**src/design/tcts_pkg.sv**
```systemverilog
package tcts_pkg;

    localparam int THREAD_SLOTS_DEF = 16;

    localparam int OP_W      = 3;
    localparam int SLOT_W    = 4;
    localparam int PRIO_W    = 6;
    localparam int CREDIT_W  = 7;
    localparam int STATUS_W  = 2;
    localparam int CFG_IDX_W = 2;
    localparam int CFG_W     = 7;
    // wide enough to compare a slot field against any supported slot count
    localparam int CMP_W     = 9;

    localparam logic [CREDIT_W-1:0] CREDIT_MAX     = 7'd127;
    localparam logic [PRIO_W-1:0]   DEF_PRIO_RST   = 6'd8;
    localparam logic [PRIO_W-1:0]   PRIO_LIMIT_RST = 6'd63;
    localparam logic [CREDIT_W-1:0] MIN_CREDIT_RST = 7'd4;

    typedef enum logic [OP_W-1:0] {
        OP_CREATE   = 3'd0,
        OP_READY    = 3'd1,
        OP_UNREADY  = 3'd2,
        OP_SET_PRIO = 3'd3,
        OP_SCHEDULE = 3'd4,
        OP_FREE     = 3'd5,
        OP_UNDEF6   = 3'd6,
        OP_UNDEF7   = 3'd7
    } t_op;

    typedef enum logic [STATUS_W-1:0] {
        ST_DONE      = 2'd0,
        ST_REJECT    = 2'd1,
        ST_NO_CREDIT = 2'd2
    } t_status;

    typedef enum logic [CFG_IDX_W-1:0] {
        CFG_DEF_PRIO   = 2'd0,
        CFG_PRIO_LIMIT = 2'd1,
        CFG_MIN_CREDIT = 2'd2
    } t_cfg_idx;

    typedef enum logic [1:0] {
        COND_UNUSED = 2'd0,
        COND_LIVE   = 2'd1,
        COND_READY  = 2'd2,
        COND_DEAD   = 2'd3
    } t_cond;

    typedef struct packed {
        logic [PRIO_W-1:0]   prio;
        logic [CREDIT_W-1:0] credit;
        t_cond               cond;
    } t_entry;

endpackage

```
**src/design/tcts_slot_table.sv**
```systemverilog
module tcts_slot_table #(
    parameter int THREAD_SLOTS = tcts_pkg::THREAD_SLOTS_DEF,
    localparam int AW = (THREAD_SLOTS > 1) ? $clog2(THREAD_SLOTS) : 1
) (
    input  logic             i_clk,
    input  logic             i_rst_n,
    input  logic             i_rd_en,
    input  logic [AW-1:0]    i_rd_addr,
    output tcts_pkg::t_entry o_rd_data,
    input  logic             i_wr_en,
    input  logic [AW-1:0]    i_wr_addr,
    input  tcts_pkg::t_entry i_wr_data
);

    tcts_pkg::t_entry        r_mem [THREAD_SLOTS];
    logic [THREAD_SLOTS-1:0] r_vld;
    tcts_pkg::t_entry        r_rdata;
    logic                    r_rvld;

    // an entry never written reads as zero priority, zero credit, unused
    always_ff @(posedge i_clk) begin
        if (!i_rst_n) begin
            r_vld <= '0;
        end else if (i_wr_en) begin
            r_vld[i_wr_addr] <= 1'b1;
        end
    end

    always_ff @(posedge i_clk) begin
        if (i_wr_en) begin
            r_mem[i_wr_addr] <= i_wr_data;
        end
        if (i_rd_en) begin
            r_rdata <= r_mem[i_rd_addr];
            r_rvld  <= r_vld[i_rd_addr];
        end
    end

    assign o_rd_data = r_rvld ? r_rdata : '0;

endmodule

```
**src/design/tcts_run_list.sv**
```systemverilog
module tcts_run_list #(
    parameter int THREAD_SLOTS = tcts_pkg::THREAD_SLOTS_DEF,
    localparam int AW = (THREAD_SLOTS > 1) ? $clog2(THREAD_SLOTS) : 1
) (
    input  logic          i_clk,
    input  logic          i_rd_en,
    input  logic [AW-1:0] i_rd_addr,
    output logic [AW-1:0] o_rd_data,
    input  logic          i_wr_en,
    input  logic [AW-1:0] i_wr_addr,
    input  logic [AW-1:0] i_wr_data
);

    logic [AW-1:0] r_mem [THREAD_SLOTS];
    logic [AW-1:0] r_rdata;

    always_ff @(posedge i_clk) begin
        if (i_wr_en) begin
            r_mem[i_wr_addr] <= i_wr_data;
        end
        if (i_rd_en) begin
            r_rdata <= r_mem[i_rd_addr];
        end
    end

    assign o_rd_data = r_rdata;

endmodule

```
**src/design/tick_credit_thread_scheduler_unit.sv**
```systemverilog
// thread slot scheduler with tick credits
// input channel (i_in_valid / o_in_ready) takes one op word: create, ready,
// unready, set_prio, schedule or free on a slot; output channel
// (o_out_valid / i_out_ready) returns exactly one result word per op word.
// config registers are written through i_cfg_we / i_cfg_index / i_cfg_data; the user
// must write them only while idle, which the block itself does not enforce.
// one op word is in flight at a time; o_in_ready is high only when idle.
// after the result register loads, the unit is back in idle and can accept the next op word.
// unknown op, slot out of range or schedule on an empty list: no memory read.
// create, ready, set_prio, and unready or free of an unlisted slot: a
// registered read of the slot table entry.
// unready or free of a listed slot: a walk over the run list, one run list
// entry read and shifted per cycle.
// schedule: a walk over the run list, and a second, recompute pass when all
// credits are zero; each pass reads one run list entry per cycle and its
// slot table entry in the cycle after.
// reset clears the run count and the slot table valid bits and loads the
// config registers with their reset values; no clearing pass is needed.
// the result sits in an output register, so a stalled receiver does not
// block acceptance of the next op word; only the following result waits.
module tick_credit_thread_scheduler_unit #(
    parameter int THREAD_SLOTS = tcts_pkg::THREAD_SLOTS_DEF
) (
    input  logic                           i_clk,
    input  logic                           i_rst_n,
    input  logic                           i_cfg_we,
    input  logic [tcts_pkg::CFG_IDX_W-1:0] i_cfg_index,
    input  logic [tcts_pkg::CFG_W-1:0]     i_cfg_data,
    input  logic                           i_in_valid,
    output logic                           o_in_ready,
    input  logic [tcts_pkg::OP_W-1:0]      i_op,
    input  logic [tcts_pkg::SLOT_W-1:0]    i_slot,
    input  logic [tcts_pkg::PRIO_W-1:0]    i_new_priority,
    output logic                           o_out_valid,
    input  logic                           i_out_ready,
    output logic [tcts_pkg::STATUS_W-1:0]  o_status,
    output logic [tcts_pkg::SLOT_W-1:0]    o_picked_slot,
    output logic                           o_picked_valid,
    output logic                           o_recomputed
);

    localparam int AW = (THREAD_SLOTS > 1) ? $clog2(THREAD_SLOTS) : 1;
    localparam int PW = tcts_pkg::PRIO_W;
    localparam int CRW = tcts_pkg::CREDIT_W;

    typedef enum logic [3:0] {
        S_IDLE = 4'b0001,
        S_READ = 4'b0010,
        S_WALK = 4'b0100,
        S_DONE = 4'b1000
    } t_state;

    typedef enum logic [1:0] {
        W_SEARCH = 2'd0,
        W_RECOMP = 2'd1,
        W_REMOVE = 2'd2
    } t_walk;

    typedef struct packed {
        tcts_pkg::t_status status;
        logic [AW-1:0]     pick;
        logic              picked;
        logic              recomp;
    } t_result;

    // config
    logic [PW-1:0]  r_def_prio;
    logic [PW-1:0]  r_prio_limit;
    logic [CRW-1:0] r_min_credit;

    // control and working registers
    t_state         r_state, n_state;
    tcts_pkg::t_op  r_op, n_op;
    logic [AW-1:0]  r_sidx, n_sidx;
    logic [PW-1:0]  r_np, n_np;
    logic [AW:0]    r_count, n_count;
    t_walk          r_mode, n_mode;
    logic [AW:0]    r_idx, n_idx;
    logic           r_v1, n_v1;
    logic [AW:0]    r_j1, n_j1;
    logic           r_v2, n_v2;
    logic [AW-1:0]  r_s2, n_s2;
    logic           r_found, n_found;
    logic [CRW-1:0] r_best, n_best;
    logic [AW-1:0]  r_pick, n_pick;
    t_result        r_res, n_res;
    t_result        r_out, n_out;
    logic           r_out_valid, n_out_valid;

    // memory ports
    logic             st_rd_en, st_wr_en;
    logic [AW-1:0]    st_rd_addr, st_wr_addr;
    tcts_pkg::t_entry st_rdata, st_wr_data;
    logic             rl_rd_en, rl_wr_en;
    logic [AW-1:0]    rl_rd_addr, rl_wr_addr, rl_wr_data, rl_rdata;

    logic           accept;
    logic           in_range;
    logic           slot_valid;
    logic           walk_end;
    logic [CRW-1:0] floor_credit;
    logic [CRW:0]   half_sum;
    logic [CRW-1:0] new_credit;
    logic [CRW-1:0] cand;
    logic [AW:0]    j1_prev;

    tcts_slot_table #(.THREAD_SLOTS(THREAD_SLOTS)) u_slot_table (
        .i_clk     (i_clk),
        .i_rst_n   (i_rst_n),
        .i_rd_en   (st_rd_en),
        .i_rd_addr (st_rd_addr),
        .o_rd_data (st_rdata),
        .i_wr_en   (st_wr_en),
        .i_wr_addr (st_wr_addr),
        .i_wr_data (st_wr_data)
    );

    tcts_run_list #(.THREAD_SLOTS(THREAD_SLOTS)) u_run_list (
        .i_clk     (i_clk),
        .i_rd_en   (rl_rd_en),
        .i_rd_addr (rl_rd_addr),
        .o_rd_data (rl_rdata),
        .i_wr_en   (rl_wr_en),
        .i_wr_addr (rl_wr_addr),
        .i_wr_data (rl_wr_data)
    );

    assign o_in_ready = (r_state == S_IDLE);
    assign accept     = i_in_valid && o_in_ready;
    assign in_range   = tcts_pkg::CMP_W'(i_slot) < tcts_pkg::CMP_W'(THREAD_SLOTS);
    assign slot_valid = (st_rdata.cond == tcts_pkg::COND_LIVE) ||
                        (st_rdata.cond == tcts_pkg::COND_READY);
    assign walk_end   = (r_idx == r_count) && !r_v1 && !r_v2;
    assign j1_prev    = r_j1 - 1'b1;

    assign floor_credit = (st_rdata.credit < r_min_credit) ? r_min_credit : st_rdata.credit;
    assign half_sum     = (CRW + 1)'(st_rdata.credit >> 1) + (CRW + 1)'(st_rdata.prio);
    assign new_credit   = (half_sum > (CRW + 1)'(tcts_pkg::CREDIT_MAX)) ?
                          tcts_pkg::CREDIT_MAX : half_sum[CRW-1:0];
    assign cand         = (r_mode == W_RECOMP && st_rdata.cond != tcts_pkg::COND_DEAD) ?
                          new_credit : st_rdata.credit;

    always_comb begin
        n_state     = r_state;
        n_op        = r_op;
        n_sidx      = r_sidx;
        n_np        = r_np;
        n_count     = r_count;
        n_mode      = r_mode;
        n_idx       = r_idx;
        n_v1        = 1'b0;
        n_j1        = r_j1;
        n_v2        = 1'b0;
        n_s2        = r_s2;
        n_found     = r_found;
        n_best      = r_best;
        n_pick      = r_pick;
        n_res       = r_res;
        n_out       = r_out;
        n_out_valid = r_out_valid && !i_out_ready;

        st_rd_en   = 1'b0;
        st_rd_addr = r_sidx;
        st_wr_en   = 1'b0;
        st_wr_addr = r_sidx;
        st_wr_data = st_rdata;
        rl_rd_en   = 1'b0;
        rl_rd_addr = r_idx[AW-1:0];
        rl_wr_en   = 1'b0;
        rl_wr_addr = r_count[AW-1:0];
        rl_wr_data = r_sidx;

        case (r_state)
            S_IDLE: begin
                if (accept) begin
                    n_op          = tcts_pkg::t_op'(i_op);
                    n_sidx        = AW'(i_slot);
                    n_np          = i_new_priority;
                    n_res.status  = tcts_pkg::ST_REJECT;
                    n_res.pick    = '0;
                    n_res.picked  = 1'b0;
                    n_res.recomp  = 1'b0;
                    case (tcts_pkg::t_op'(i_op))
                        tcts_pkg::OP_SCHEDULE: begin
                            n_res.status = tcts_pkg::ST_DONE;
                            if (r_count == '0) begin
                                n_state = S_DONE;
                            end else begin
                                n_state = S_WALK;
                                n_mode  = W_SEARCH;
                                n_idx   = '0;
                                n_best  = '0;
                                n_pick  = '0;
                            end
                        end
                        tcts_pkg::OP_CREATE, tcts_pkg::OP_READY, tcts_pkg::OP_UNREADY,
                        tcts_pkg::OP_SET_PRIO, tcts_pkg::OP_FREE: begin
                            if (in_range) begin
                                st_rd_en   = 1'b1;
                                st_rd_addr = AW'(i_slot);
                                n_state    = S_READ;
                            end else begin
                                n_state = S_DONE;
                            end
                        end
                        default: begin
                            n_state = S_DONE;
                        end
                    endcase
                end
            end

            S_READ: begin
                n_state = S_DONE;
                case (r_op)
                    tcts_pkg::OP_CREATE: begin
                        if (!slot_valid) begin
                            st_wr_en          = 1'b1;
                            st_wr_data.prio   = r_def_prio;
                            st_wr_data.credit = CRW'(r_def_prio);
                            st_wr_data.cond   = tcts_pkg::COND_LIVE;
                            n_res.status      = tcts_pkg::ST_DONE;
                        end
                    end
                    tcts_pkg::OP_READY: begin
                        // a live slot is exactly a valid slot not on the run list
                        if (st_rdata.cond == tcts_pkg::COND_LIVE) begin
                            st_wr_en          = 1'b1;
                            st_wr_data.credit = floor_credit;
                            st_wr_data.cond   = tcts_pkg::COND_READY;
                            rl_wr_en          = 1'b1;
                            n_count           = r_count + 1'b1;
                            n_res.status      = tcts_pkg::ST_DONE;
                        end
                    end
                    tcts_pkg::OP_UNREADY, tcts_pkg::OP_FREE: begin
                        if (slot_valid) begin
                            st_wr_en          = 1'b1;
                            st_wr_data.credit = floor_credit;
                            st_wr_data.cond   = (r_op == tcts_pkg::OP_FREE) ?
                                                tcts_pkg::COND_DEAD : tcts_pkg::COND_LIVE;
                            n_res.status      = tcts_pkg::ST_DONE;
                            if (st_rdata.cond == tcts_pkg::COND_READY) begin
                                n_state = S_WALK;
                                n_mode  = W_REMOVE;
                                n_idx   = '0;
                                n_found = 1'b0;
                            end
                        end
                    end
                    tcts_pkg::OP_SET_PRIO: begin
                        if (slot_valid && r_np <= r_prio_limit) begin
                            st_wr_en        = 1'b1;
                            st_wr_data.prio = r_np;
                            n_res.status    = tcts_pkg::ST_DONE;
                        end
                    end
                    default: begin
                    end
                endcase
            end

            S_WALK: begin
                // stage 0: run list read
                if (r_idx != r_count) begin
                    rl_rd_en = 1'b1;
                    n_idx    = r_idx + 1'b1;
                    n_v1     = 1'b1;
                    n_j1     = r_idx;
                end
                // stage 1: run list word back
                if (r_v1) begin
                    if (r_mode == W_REMOVE) begin
                        // entries behind the removed slot move down by one
                        if (r_found) begin
                            rl_wr_en   = 1'b1;
                            rl_wr_addr = j1_prev[AW-1:0];
                            rl_wr_data = rl_rdata;
                        end else if (rl_rdata == r_sidx) begin
                            n_found = 1'b1;
                        end
                    end else begin
                        st_rd_en   = 1'b1;
                        st_rd_addr = rl_rdata;
                        n_v2       = 1'b1;
                        n_s2       = rl_rdata;
                    end
                end
                // stage 2: slot entry back
                if (r_v2) begin
                    if (r_mode == W_RECOMP && st_rdata.cond != tcts_pkg::COND_DEAD) begin
                        st_wr_en          = 1'b1;
                        st_wr_addr        = r_s2;
                        st_wr_data.credit = new_credit;
                    end
                    if (cand > r_best) begin
                        n_best = cand;
                        n_pick = r_s2;
                    end
                end
                if (walk_end) begin
                    case (r_mode)
                        W_REMOVE: begin
                            n_count      = r_count - 1'b1;
                            n_res.status = tcts_pkg::ST_DONE;
                            n_state      = S_DONE;
                        end
                        W_SEARCH: begin
                            if (r_best != '0) begin
                                n_res.picked = 1'b1;
                                n_res.pick   = r_pick;
                                n_state      = S_DONE;
                            end else begin
                                n_mode = W_RECOMP;
                                n_idx  = '0;
                            end
                        end
                        W_RECOMP: begin
                            n_res.recomp = 1'b1;
                            if (r_best != '0) begin
                                n_res.picked = 1'b1;
                                n_res.pick   = r_pick;
                            end else begin
                                n_res.status = tcts_pkg::ST_NO_CREDIT;
                            end
                            n_state = S_DONE;
                        end
                        default: begin
                            n_state = S_DONE;
                        end
                    endcase
                end
            end

            S_DONE: begin
                if (!r_out_valid || i_out_ready) begin
                    n_out       = r_res;
                    n_out_valid = 1'b1;
                    n_state     = S_IDLE;
                end
            end

            default: begin
                n_state = S_IDLE;
            end
        endcase
    end

    always_ff @(posedge i_clk) begin
        if (!i_rst_n) begin
            r_state      <= S_IDLE;
            r_count      <= '0;
            r_v1         <= 1'b0;
            r_v2         <= 1'b0;
            r_out_valid  <= 1'b0;
            r_def_prio   <= tcts_pkg::DEF_PRIO_RST;
            r_prio_limit <= tcts_pkg::PRIO_LIMIT_RST;
            r_min_credit <= tcts_pkg::MIN_CREDIT_RST;
        end else begin
            r_state     <= n_state;
            r_count     <= n_count;
            r_v1        <= n_v1;
            r_v2        <= n_v2;
            r_out_valid <= n_out_valid;
            if (i_cfg_we) begin
                case (i_cfg_index)
                    tcts_pkg::CFG_DEF_PRIO:   r_def_prio   <= i_cfg_data[PW-1:0];
                    tcts_pkg::CFG_PRIO_LIMIT: r_prio_limit <= i_cfg_data[PW-1:0];
                    tcts_pkg::CFG_MIN_CREDIT: r_min_credit <= i_cfg_data[CRW-1:0];
                    default: begin
                    end
                endcase
            end
        end
    end

    always_ff @(posedge i_clk) begin
        r_op    <= n_op;
        r_sidx  <= n_sidx;
        r_np    <= n_np;
        r_mode  <= n_mode;
        r_idx   <= n_idx;
        r_j1    <= n_j1;
        r_s2    <= n_s2;
        r_found <= n_found;
        r_best  <= n_best;
        r_pick  <= n_pick;
        r_res   <= n_res;
        r_out   <= n_out;
    end

    assign o_out_valid    = r_out_valid;
    assign o_status       = r_out.status;
    assign o_picked_slot  = tcts_pkg::SLOT_W'(r_out.pick);
    assign o_picked_valid = r_out.picked;
    assign o_recomputed   = r_out.recomp;

endmodule

```
**config.mk**
```make
export PLATFORM = sky130hd
export DESIGN_NAME = tick_credit_thread_scheduler_unit
export DESIGN_NICKNAME = d
export VERILOG_FILES = /design/src/design/tcts_pkg.sv /design/src/design/tcts_slot_table.sv /design/src/design/tcts_run_list.sv /design/src/design/tick_credit_thread_scheduler_unit.sv
export SDC_FILE = /design/constraint.sdc
export NUM_CORES = 1
export LEC_CHECK = 0
export BUFFER_PORTS_ARGS = -buffer_cell sky130_fd_sc_hd__buf_2
export CELL_PAD_IN_SITES_DETAIL_PLACEMENT = 1
export CELL_PAD_IN_SITES_GLOBAL_PLACEMENT = 1
export CORE_ASPECT_RATIO = 0.8
export CORE_MARGIN = 2
export CORE_UTILIZATION = 45
export CTS_CLUSTER_SIZE = 40
export DETAILED_ROUTE_END_ITERATION = 6
export PLACE_DENSITY_LB_ADDON = 0.05
export SLEW_MARGIN = 20
export SYNTH_ARGS = -nofsm -noshare
export SYNTH_HDL_FRONTEND = slang
export SYNTH_SLANG_ARGS = --single-unit
export TNS_END_PERCENT = 50
```
**constraint.sdc**
```tcl
create_clock -name i_clk -period 5.7 [get_ports i_clk]
set_clock_uncertainty 0.15 [all_clocks]
set_input_delay 0.57 -clock i_clk [delete_from_list [all_inputs] [get_ports i_clk]]
set_output_delay 0.57 -clock i_clk [all_outputs]
set_load 0.05 [all_outputs]
```
Word-level counts from Yosys, hierarchy flattened --
Memories as Yosys holds them, arrays and structs flattened. A register that Yosys moved wholly into a read port is not among the register bits. Cells that the tools add are included. W data, S select, Z words.
Cells by class: $add $sub $neg 5, multiply operators 0, div/mod/pow operators 0, order comparisons 7, eq/ne operators 50, shift-type cells 0, mux-type cells 133, bitwise gates (word level) 2, reductions and logical operators 42
Operators with widths (count):
- $mux W4 | 29
- $mux W5 | 16
- $mux W7 | 9
- $mux W1 | 33
- $mux W2 | 16
- $mux W15 | 2
- $ne A2 B2 Y1 const B | 15
- $pmux W7 S2 | 2
- $pmux W9 S3 | 1
- $pmux W4 S2 | 3
- $pmux W6 S2 | 2
- $ne A3 B3 Y1 const B | 7
- $reduce_and A10 Y1 | 2
- $mux W9 | 2
- $mux W8 | 2
- $or A16 B16 Y16 | 1
- $pmux W4 S4 | 1
- $pmux W5 S3 | 1
- $reduce_and A2 Y1 | 7
- $eq A3 B2 Y1 const B | 4
- $mux W6 | 2
- $pmux W2 S3 | 2
- $reduce_and A6 Y1 | 2
- $add A5 B1 Y5 const B | 2
- other kinds (45) | 76
Word-level totals: bits in registers 104, bits in latches 0, memory bits (writable) 304, ROM bits 0, bits of input ports 27, output and inout bits 10, word-level logic and storage cells 269, memories 2
Memories:
- u_slot_table.r_mem | words 16, width 15, read ports 1, clocked after Yosys merged registers in 1, wr ports 1, RTL line tcts_slot_table.sv:15 | tcts_pkg::t_entry r_mem [THREAD_SLOTS];
- u_run_list.r_mem | words 16, width 4, read ports 1, clocked after Yosys merged registers in 1, wr ports 1, RTL line tcts_run_list.sv:14 | logic [AW-1:0] r_mem [THREAD_SLOTS];

Longest topological paths before layout --
Gate-level depths: netlist of run 1.
depth in word-level cells 11, depth in mapped cells 20, depth with buffers taken out 16

Hierarchy --
From an unflattened synthesis of run 1, not the netlist that was laid out.
Unflattened totals: cells, all modules 1150, area, all modules 18316.3 um^2
Modules (own cells, without submodules):
- tcts_slot_table | times used 1, cells an instance 466, area an instance 10283.6 um^2, sequential area each 8007.7 um^2
- tick_credit_thread_scheduler_unit | times used 1, cells an instance 554, area an instance 5326.4 um^2, sequential area each 2302.2 um^2
- tcts_run_list | times used 1, cells an instance 130, area an instance 2706.3 um^2, sequential area each 2042.0 um^2

Least setup slack after synthesis of run 1 --
Ideal clock, no wire load.
path type reg-to-reg, start reg u_slot_table.r_rvld, end reg r_best[0] (enable), library setup time 0.398 ns, arrival 4.038 ns, data required time 5.152 ns, path slack 1.114 ns, stages on the path, launching flop included 20, path buffers 5, period minus slack after synthesis 4.586 ns, cells stage by stage edfxtp_1 clkbuf_1 clkbuf_1 clkbuf_1 buf_1 nand2_1 inv_1 ha_1 nor2b_1 clkbuf_1 nand3_1 nand2_1 a21oi_1 inv_1 ha_1 nand3_1 o21ai_0 a21o_1 a21oi_1 o32ai_1
On the way: word-level cells in the longest chain between the ends 8, elaborated cells on any way between the ends 10, classes of those cells 1 x add/sub; 2 x order compare; 2 x eq/ne; 3 x mux; 2 x reduce/logical
RTL lines:
- start: declaration | RTL line tcts_slot_table.sv:18 | logic r_rvld;
- start signal: assignment | RTL line tcts_slot_table.sv:35 | r_rvld <= r_vld[i_rd_addr];
- $mux W15 (*) | RTL line tcts_slot_table.sv:39 | assign o_rd_data = r_rvld ? r_rdata : '0;
- $add A6 B6 Y7 | RTL line tick_credit_thread_scheduler_unit.sv:137 | assign half_sum = (CRW + 1)'(st_rdata.credit >> 1) + (CRW + 1)'(st_rdata.prio);
- $gt A7 B7 Y1 | RTL line tick_credit_thread_scheduler_unit.sv:138 | assign new_credit = (half_sum > (CRW + 1)'(tcts_pkg::CREDIT_MAX)) ?
- $mux W7 | RTL line tick_credit_thread_scheduler_unit.sv:138
- $mux W7 (*) | RTL line tick_credit_thread_scheduler_unit.sv:140 | assign cand = (r_mode == W_RECOMP && st_rdata.cond != tcts_pkg::COND_DEAD) ?
- net cand[2] | RTL line tick_credit_thread_scheduler_unit.sv:104 | logic [CRW-1:0] cand;
- $gt A7 B7 Y1 (*) | RTL line tick_credit_thread_scheduler_unit.sv:296 | if (cand > r_best) begin
- $ne A2 B2 Y1 (no source line) (*)
- $reduce_and A6 Y1 (no source line) (*)
- end signal: assignment | RTL line tick_credit_thread_scheduler_unit.sv:386 | r_best <= n_best;
- end: declaration | RTL line tick_credit_thread_scheduler_unit.sv:84 | logic [CRW-1:0] r_best, n_best;
The timed path passes the listed nets; every way through them passes the cells marked *. A chain may end at the register's enable or synchronous reset.

==> results of run 1 <==
kinds of logic after synthesis:
kind of cell	count (synthesis)
adders and majority gates	35
AOI/OAI and AO/OA	261
buffers and inverters	135
xor gates and xnor gates	27
and+or+nand+nor	432
muxes	102
DFF	427
state kept, by name, summed over array words and instances, names as in the netlist, 5 cells and up:
register and count:
r_best 7, r_count 5, r_def_prio 6, r_idx 5, r_min_credit 7, r_np 6
r_prio_limit 6, r_res 8, u_run_list.r_mem 64, u_slot_table.r_mem 240, u_slot_table.r_rdata 15, u_slot_table.r_vld 16
power breakdown:
group	internal [mW]	switching [mW]
Combinational	0.363	0.749
Sequential	3.57	0.0762
Clock	1.53	1.21
worst max path at each step:
stage	startpoint	end	cells after the start
2_1_floorplan	u_slot_table.r_rvld	r_best[0]	19
3_3_place_gp	u_slot_table.r_rvld	u_slot_table.r_mem[1][6]	11
3_5_place_dp	u_slot_table.r_rvld	u_slot_table.r_mem[1][6]	11
4_1_cts	u_slot_table.r_rvld	u_slot_table.r_mem[3][6]	11
5_1_grt	u_slot_table.r_rvld	u_slot_table.r_mem[9][2]	11
6_report	u_slot_table.r_rvld	u_slot_table.r_mem[12][2]	11
through the flow:
| stage | power (mW) | worst slack [ns] |
|---|---|---|
| global route | 7.78 | 0.924 |
| CTS | 7.56 | 1.03 |
| finish | 7.50 | 1.23 |
| detailed placement | 4.82 | 1.11 |
| global placement | 4.79 | 1.24 |
| floorplan | 4.38 | 1.11 |
layer usage:
layer	track usage [%]	vias to the layer above	wire, um
met5	0	-	0
met4	6.27	0	947
met3	4.15	64	2900
met2	37.4	307	23900
met1	34.9	6191	23600
li1	-	5481	-
timing repair:
action / in CTS / in global routing
gates resized for setup: 0 / 0
hold buffers: 5 / 0
endpoints found under the hold margin: 5 / 0
cell type report:
class / instances / area [um2]
inverter: 51 / 191
sequential: 427 / 12400
multi-input combinational: 857 / 6050
clock inverter: 21 / 138
clock buffer: 62 / 1210
tap: 552 / 691
timing repair buffer: 84 / 619
fill: 4150 / 20300
worst reg2reg max path, cell delays in order (launching register included):
cell	delay, ns
edfxtp_1	0.35
buf_4	0.33
nand2_1	0.25
inv_1	0.26
ha_1	0.27
o21ai_0	0.31
a211oi_1	0.12
o41ai_1	0.40
o311a_1	0.34
and2_1	0.37
or4_1	0.18
nand4_1	0.60
Yosys cell counts, types with 18 or more instances:
cell type    n  area share [%]
and4_1      18            0.84
nor2b_1     24            0.80
dfxtp_1     47             5.0
edfxtp_1   380              61
a32oi_1     66             3.1
mux4_2      20             2.4
and2_1      19            0.63
nand2_1    209             4.2
inv_1       49            0.98
a21oi_1     46             1.2
nor2_1      75             1.5
o21a_1      22            0.88
nand3_1     18            0.48
clkbuf_1    53             1.1
mux2i_1     82             4.4
buf_2       21            0.56
ha_1        34             2.3
o21ai_0     31            0.82
==> flow_summary.ini, run 1 <==
[yosys]
synth_fa_ha_area_share_pct = 2.36
synth_simple_gate_area_share_pct = 11.0
synth-compound-area-share_pct = 10.2
synth_xor_area_share_pct = 1.26
synth-seq-cells = 427
syn-instance-count = 1419
synth-async-reset-ratio_pct = 0
syn_area_um2 = 18800
synthMuxAreaShare_pct = 6.75
synth_cell_types = 70
ys_seq_area_share_pct = 65.6
synth_top_family_by_area = simple AND/OR/NAND/NOR gates
syn_nets = 1481
yosys_warnings = 0
synth_edf_count = 380
ys.flop_type = edfxtp_1
avgSynthCellArea_um2 = 13.3

[timing]
maxSlewHeadroom_pct = 28.7
slew_viol_final = 0
hold_violations = 0
fin_hold_ws_ns = 0.0421
finalSetupTns_ns = 0
tightestPinTransition_ns = 1.07
finalCriticalPeriod_ns = 4.47
rsz0062_at_grt = false
fmax_mhz = 224
period_share_pct = 78.4
setup_viol = 0

[critical_path]
crit_slowest_cell = nand4_1
crit_fanout = 35
worstPathRequired_ns = 5.62
critPathLaunchType = flop
crit_chain = buf_4 > nand2_1 > inv_1 > ha_1 > o21ai_0 > a211oi_1 > o41ai_1 > o311a_1 > and2_1 > or4_1 > nand4_1
rr_endpoint = u_slot_table.r_mem[12][2]
cpPeakStageDelay_ns = 0.60
timing.rr.start = u_slot_table.r_rvld
cp.buffers_inverters = 2
worst_r2r_path_depth = 11
rrSetupSlack_ns = 1.23
cp-end-kind = flop
cpLargestDelayFamily = simple AND/OR/NAND/NOR gates
crit_arrival_ns = 4.39
critPathKind = reg2reg

[min_path]
hp-start = i_new_priority[4]
hold_path_end = r_np[4]
hold_path.class = in2reg
min_path_cells = 1

[place]
dp_cells = 1965
placed_area_um2 = 19800
port_buffers = 36
gp_congestion = 0.894
hpwl_mm = 33.7

[routing]
viasPerCell = 5.86
first_iter_violations = 1040
num_vias = 12000
drcViolationCount = 0
ant_nets = 0
wire_per_inst_um = 25.0
totalWireLength_mm = 51.4
dr.pass1.iters = 5

[status]
status = completed

[floorplanning]
rows = 67
top_level_ports = 37
core_um2 = 41600
die_w_um = 233
start_util_pct = 45.3
die_area_um2 = 43500
die_h_um = 187

[cells_and_area]
antenna_cells = 0
drive_above_1_share_pct = 13.0
area_growth_pct = 12.8
nets = 1528
post-route-util_pct = 51.1
fin_area_um2 = 21300
instances_no_fill = 2054
final_cell_mix = edfxtp_1, nand2_1, mux2i_1
layout_commonest_cell = edfxtp_1

[grt]
grt_overflow_total = 0
grt_pass1_wl_mm = 77.9
antenna_found_initial = 3
grt_start_max_net_pins = 68
track_usage_pct = 24.0
first_global_vias = 12400

[clock_network]
cts_buffer_depth = 3
post-cts-setup-buffers = 0
cts_max_level = 2
root_buffer = clkbuf_16
clk_pin_slew_ns = 0.08
clkSinkCount = 427
cts_tree = done
clock_latency_ns = 0.59
numCtsBuffers = 45

[power]
leakage_nw = 7.54
p_per_area_nw_per_um2 = 353
vdd.ir_drop.worst_v = 0.000262

[flow_run]
maxCapViolations = 0
No activity file was read; power rests on OpenSTA's default activity.
==> run 2, diff against run 1 <==
- clock period: 5.7 -> 4.59 ns (I/O delays scaled with it)
==> flow_summary.ini, run 2 (synthesized netlist as in run 1, its figures left out) <==
[status]
status = completed

[clock_network]
clock_latency_ns = 0.58
cts_buffer_depth = 3
root_buffer = clkbuf_16
cts_tree = done
clk_pin_slew_ns = 0.06
post-cts-setup-buffers = 0
numCtsBuffers = 44
cts_max_level = 2
ctsResizeCount = 0
clkSinkCount = 427

[floorplanning]
start_util_pct = 45.3
die_h_um = 187
die_w_um = 233
top_level_ports = 37
rows = 67
core_um2 = 41600
die_area_um2 = 43500

[critical_path]
rrSetupSlack_ns = 0.59
crit_chain = buf_4 > nand2_1 > inv_1 > ha_1 > ha_1 > a31oi_1 > o211ai_1 > xnor2_1 > o21ai_0 > ha_1 > nand3_1 > o21ai_0 > a21o_1 > a21oi_1 > o32ai_1 > buf_4
worst_r2r_path_depth = 16
crit_fanout = 33
cpLargestDelayFamily = compound AO/OA/AOI/OAI gates
critPathKind = reg2reg
cpPeakStageDelay_ns = 0.45
crit_arrival_ns = 4.12
crit_top_cell = ha_1
critPathLaunchType = flop
cp.buffers_inverters = 3
worstPathRequired_ns = 4.71
cp-end-kind = flop
rr_endpoint = r_pick[3]
timing.rr.start = u_slot_table.r_rvld
crit_slowest_cell = edfxtp_1

[timing]
hold_violations = 0
slew_viol_final = 0
tightestPinTransition_ns = 1.06
period_share_pct = 87.2
fin_ws_ns = 0.590
fmax_mhz = 250
finalSetupTns_ns = 0
maxSlewHeadroom_pct = 29.5
finalCriticalPeriod_ns = 4.00
setup_viol = 0
rsz0062_at_grt = false

[power]
p_per_area_nw_per_um2 = 442
vdd.ir_drop.worst_v = 0.000355
leakage_nw = 7.67
comb_power_share_pct = 14.9
p_sw_mw = 2.54
internal-power_mw = 6.94
p_seq_share_pct = 47.7
switching_share_pct = 26.8
clockPowerShare_pct = 37.4

[grt]
track_usage_pct = 25.0
grt_overflow_total = 0
first_global_vias = 12500
grt_pass1_wl_mm = 80.6
grt_start_max_net_pins = 68
antenna_found_initial = 1

[routing]
num_vias = 12200
wire_per_inst_um = 25.7
dr.pass1.iters = 5
first_iter_violations = 978
ant_nets = 0
viasPerCell = 5.85
drcViolationCount = 0
totalWireLength_mm = 53.3

[cells_and_area]
antenna_cells = 0
instances_no_fill = 2078
largest_register_ff_count = 240
top_register = u_slot_table.r_mem
largest_registers = u_slot_table.r_mem (240), u_run_list.r_mem (64), u_slot_table.r_vld (16)
layout_commonest_cell = edfxtp_1
final_cell_mix = edfxtp_1, nand2_1, mux2i_1
area_growth_pct = 14.0
nets = 1554
drive_above_1_share_pct = 13.6

[flow_run]
maxCapViolations = 0

[place]
dp_cells = 1982
gp_congestion = 0.899
port_buffers = 36
dpl_worst_slack_ns = 0.666
hpwl_mm = 35.1

[min_path]
hold_path.class = in2reg
hold_path_end = r_prio_limit[5]
min_path_cells = 3
hp-start = i_cfg_data[5]
==> run 2: cell count changes in the layout (fill, tap and decap cells not counted), moves of 3 or more <==
cell           previous run  this run
buf_12                    5         2
buf_4                    37        57
bufinv_16                 1         4
clkbuf_1                 15        11
clkinv_1                  9        13
clkinv_2                  9         6
dlygate4sd3_1             5        16
nor2_2                   13        17
nor2_4                    5         1
==> run 2: worst register-to-register path, cell delays in order, from the launching register on <==
cell	delay (ns)
edfxtp_1	0.45
buf_4	0.28
nand2_1	0.13
inv_1	0.07
ha_1	0.21
ha_1	0.19
a31oi_1	0.26
o211ai_1	0.21
xnor2_1	0.25
o21ai_0	0.22
ha_1	0.36
nand3_1	0.09
o21ai_0	0.16
a21o_1	0.13
a21oi_1	0.06
o32ai_1	0.23
buf_4	0.24
==> run 2: power by group through the flow <==
stage	combinational [mW]	clock, mW	sequential [mW]
after floorplan	0.900	0	4.54
after global placement	1.37	0	4.60
after detailed placement	1.39	0	4.61
after CTS	1.41	3.63	4.52
after global routing	1.53	3.76	4.53
final	1.41	3.55	4.52
==> run 2: layer usage <==
layer / up-vias / track usage [%] / part of all wire (%)
met2: 282 / 38.6 / 45
li1: 5530 / - / -
met5: - / 0 / 0
met3: 52 / 3.20 / 4.6
met4: 0 / 5.05 / 1.2
met1: 6287 / 38.0 / 49
==> run 2: worst max-delay path by stage <==
stage                      endpoint  cells past startpoint                 from  slack, ns
after global placement    r_pick[3]                     16  u_slot_table.r_rvld       0.80
after CTS                 r_pick[3]                     16  u_slot_table.r_rvld       0.64
after detailed placement  r_pick[0]                     16  u_slot_table.r_rvld       0.67
final                     r_pick[3]                     16  u_slot_table.r_rvld       0.59
after global routing      r_pick[3]                     16  u_slot_table.r_rvld       0.34
after floorplan           r_best[0]                     19  u_slot_table.r_rvld      0.004
==> run 2: area by class of cell <==
type | count | area (um2)
multi-input combinational | 857 | 6030
timing repair buffer | 111 | 808
tap | 552 | 691
sequential | 427 | 12400
inverter | 51 | 191
clock buffer | 57 | 1190
clock inverter | 23 | 216
fill | 4204 | 20100
==> run 2: timing repair <==
item,CTS,global route
endpoints found under the setup margin,0,0
hold buffers,16,0
hold endpoints to repair,16,0
==> run 2: metrics by stage <==
step	util, %	total power [mW]	hold WS [ns]	cell area [um2]
finish	51.7	9.48	0.0371	21500
global route	51.7	9.82	0.0362	21500
CTS	51.7	9.56	0.00839	21500
detailed placement	47.9	5.99	0.256	19900
global placement	47.8	5.97	0.253	19900
floorplan	-	5.44	0.250	18800
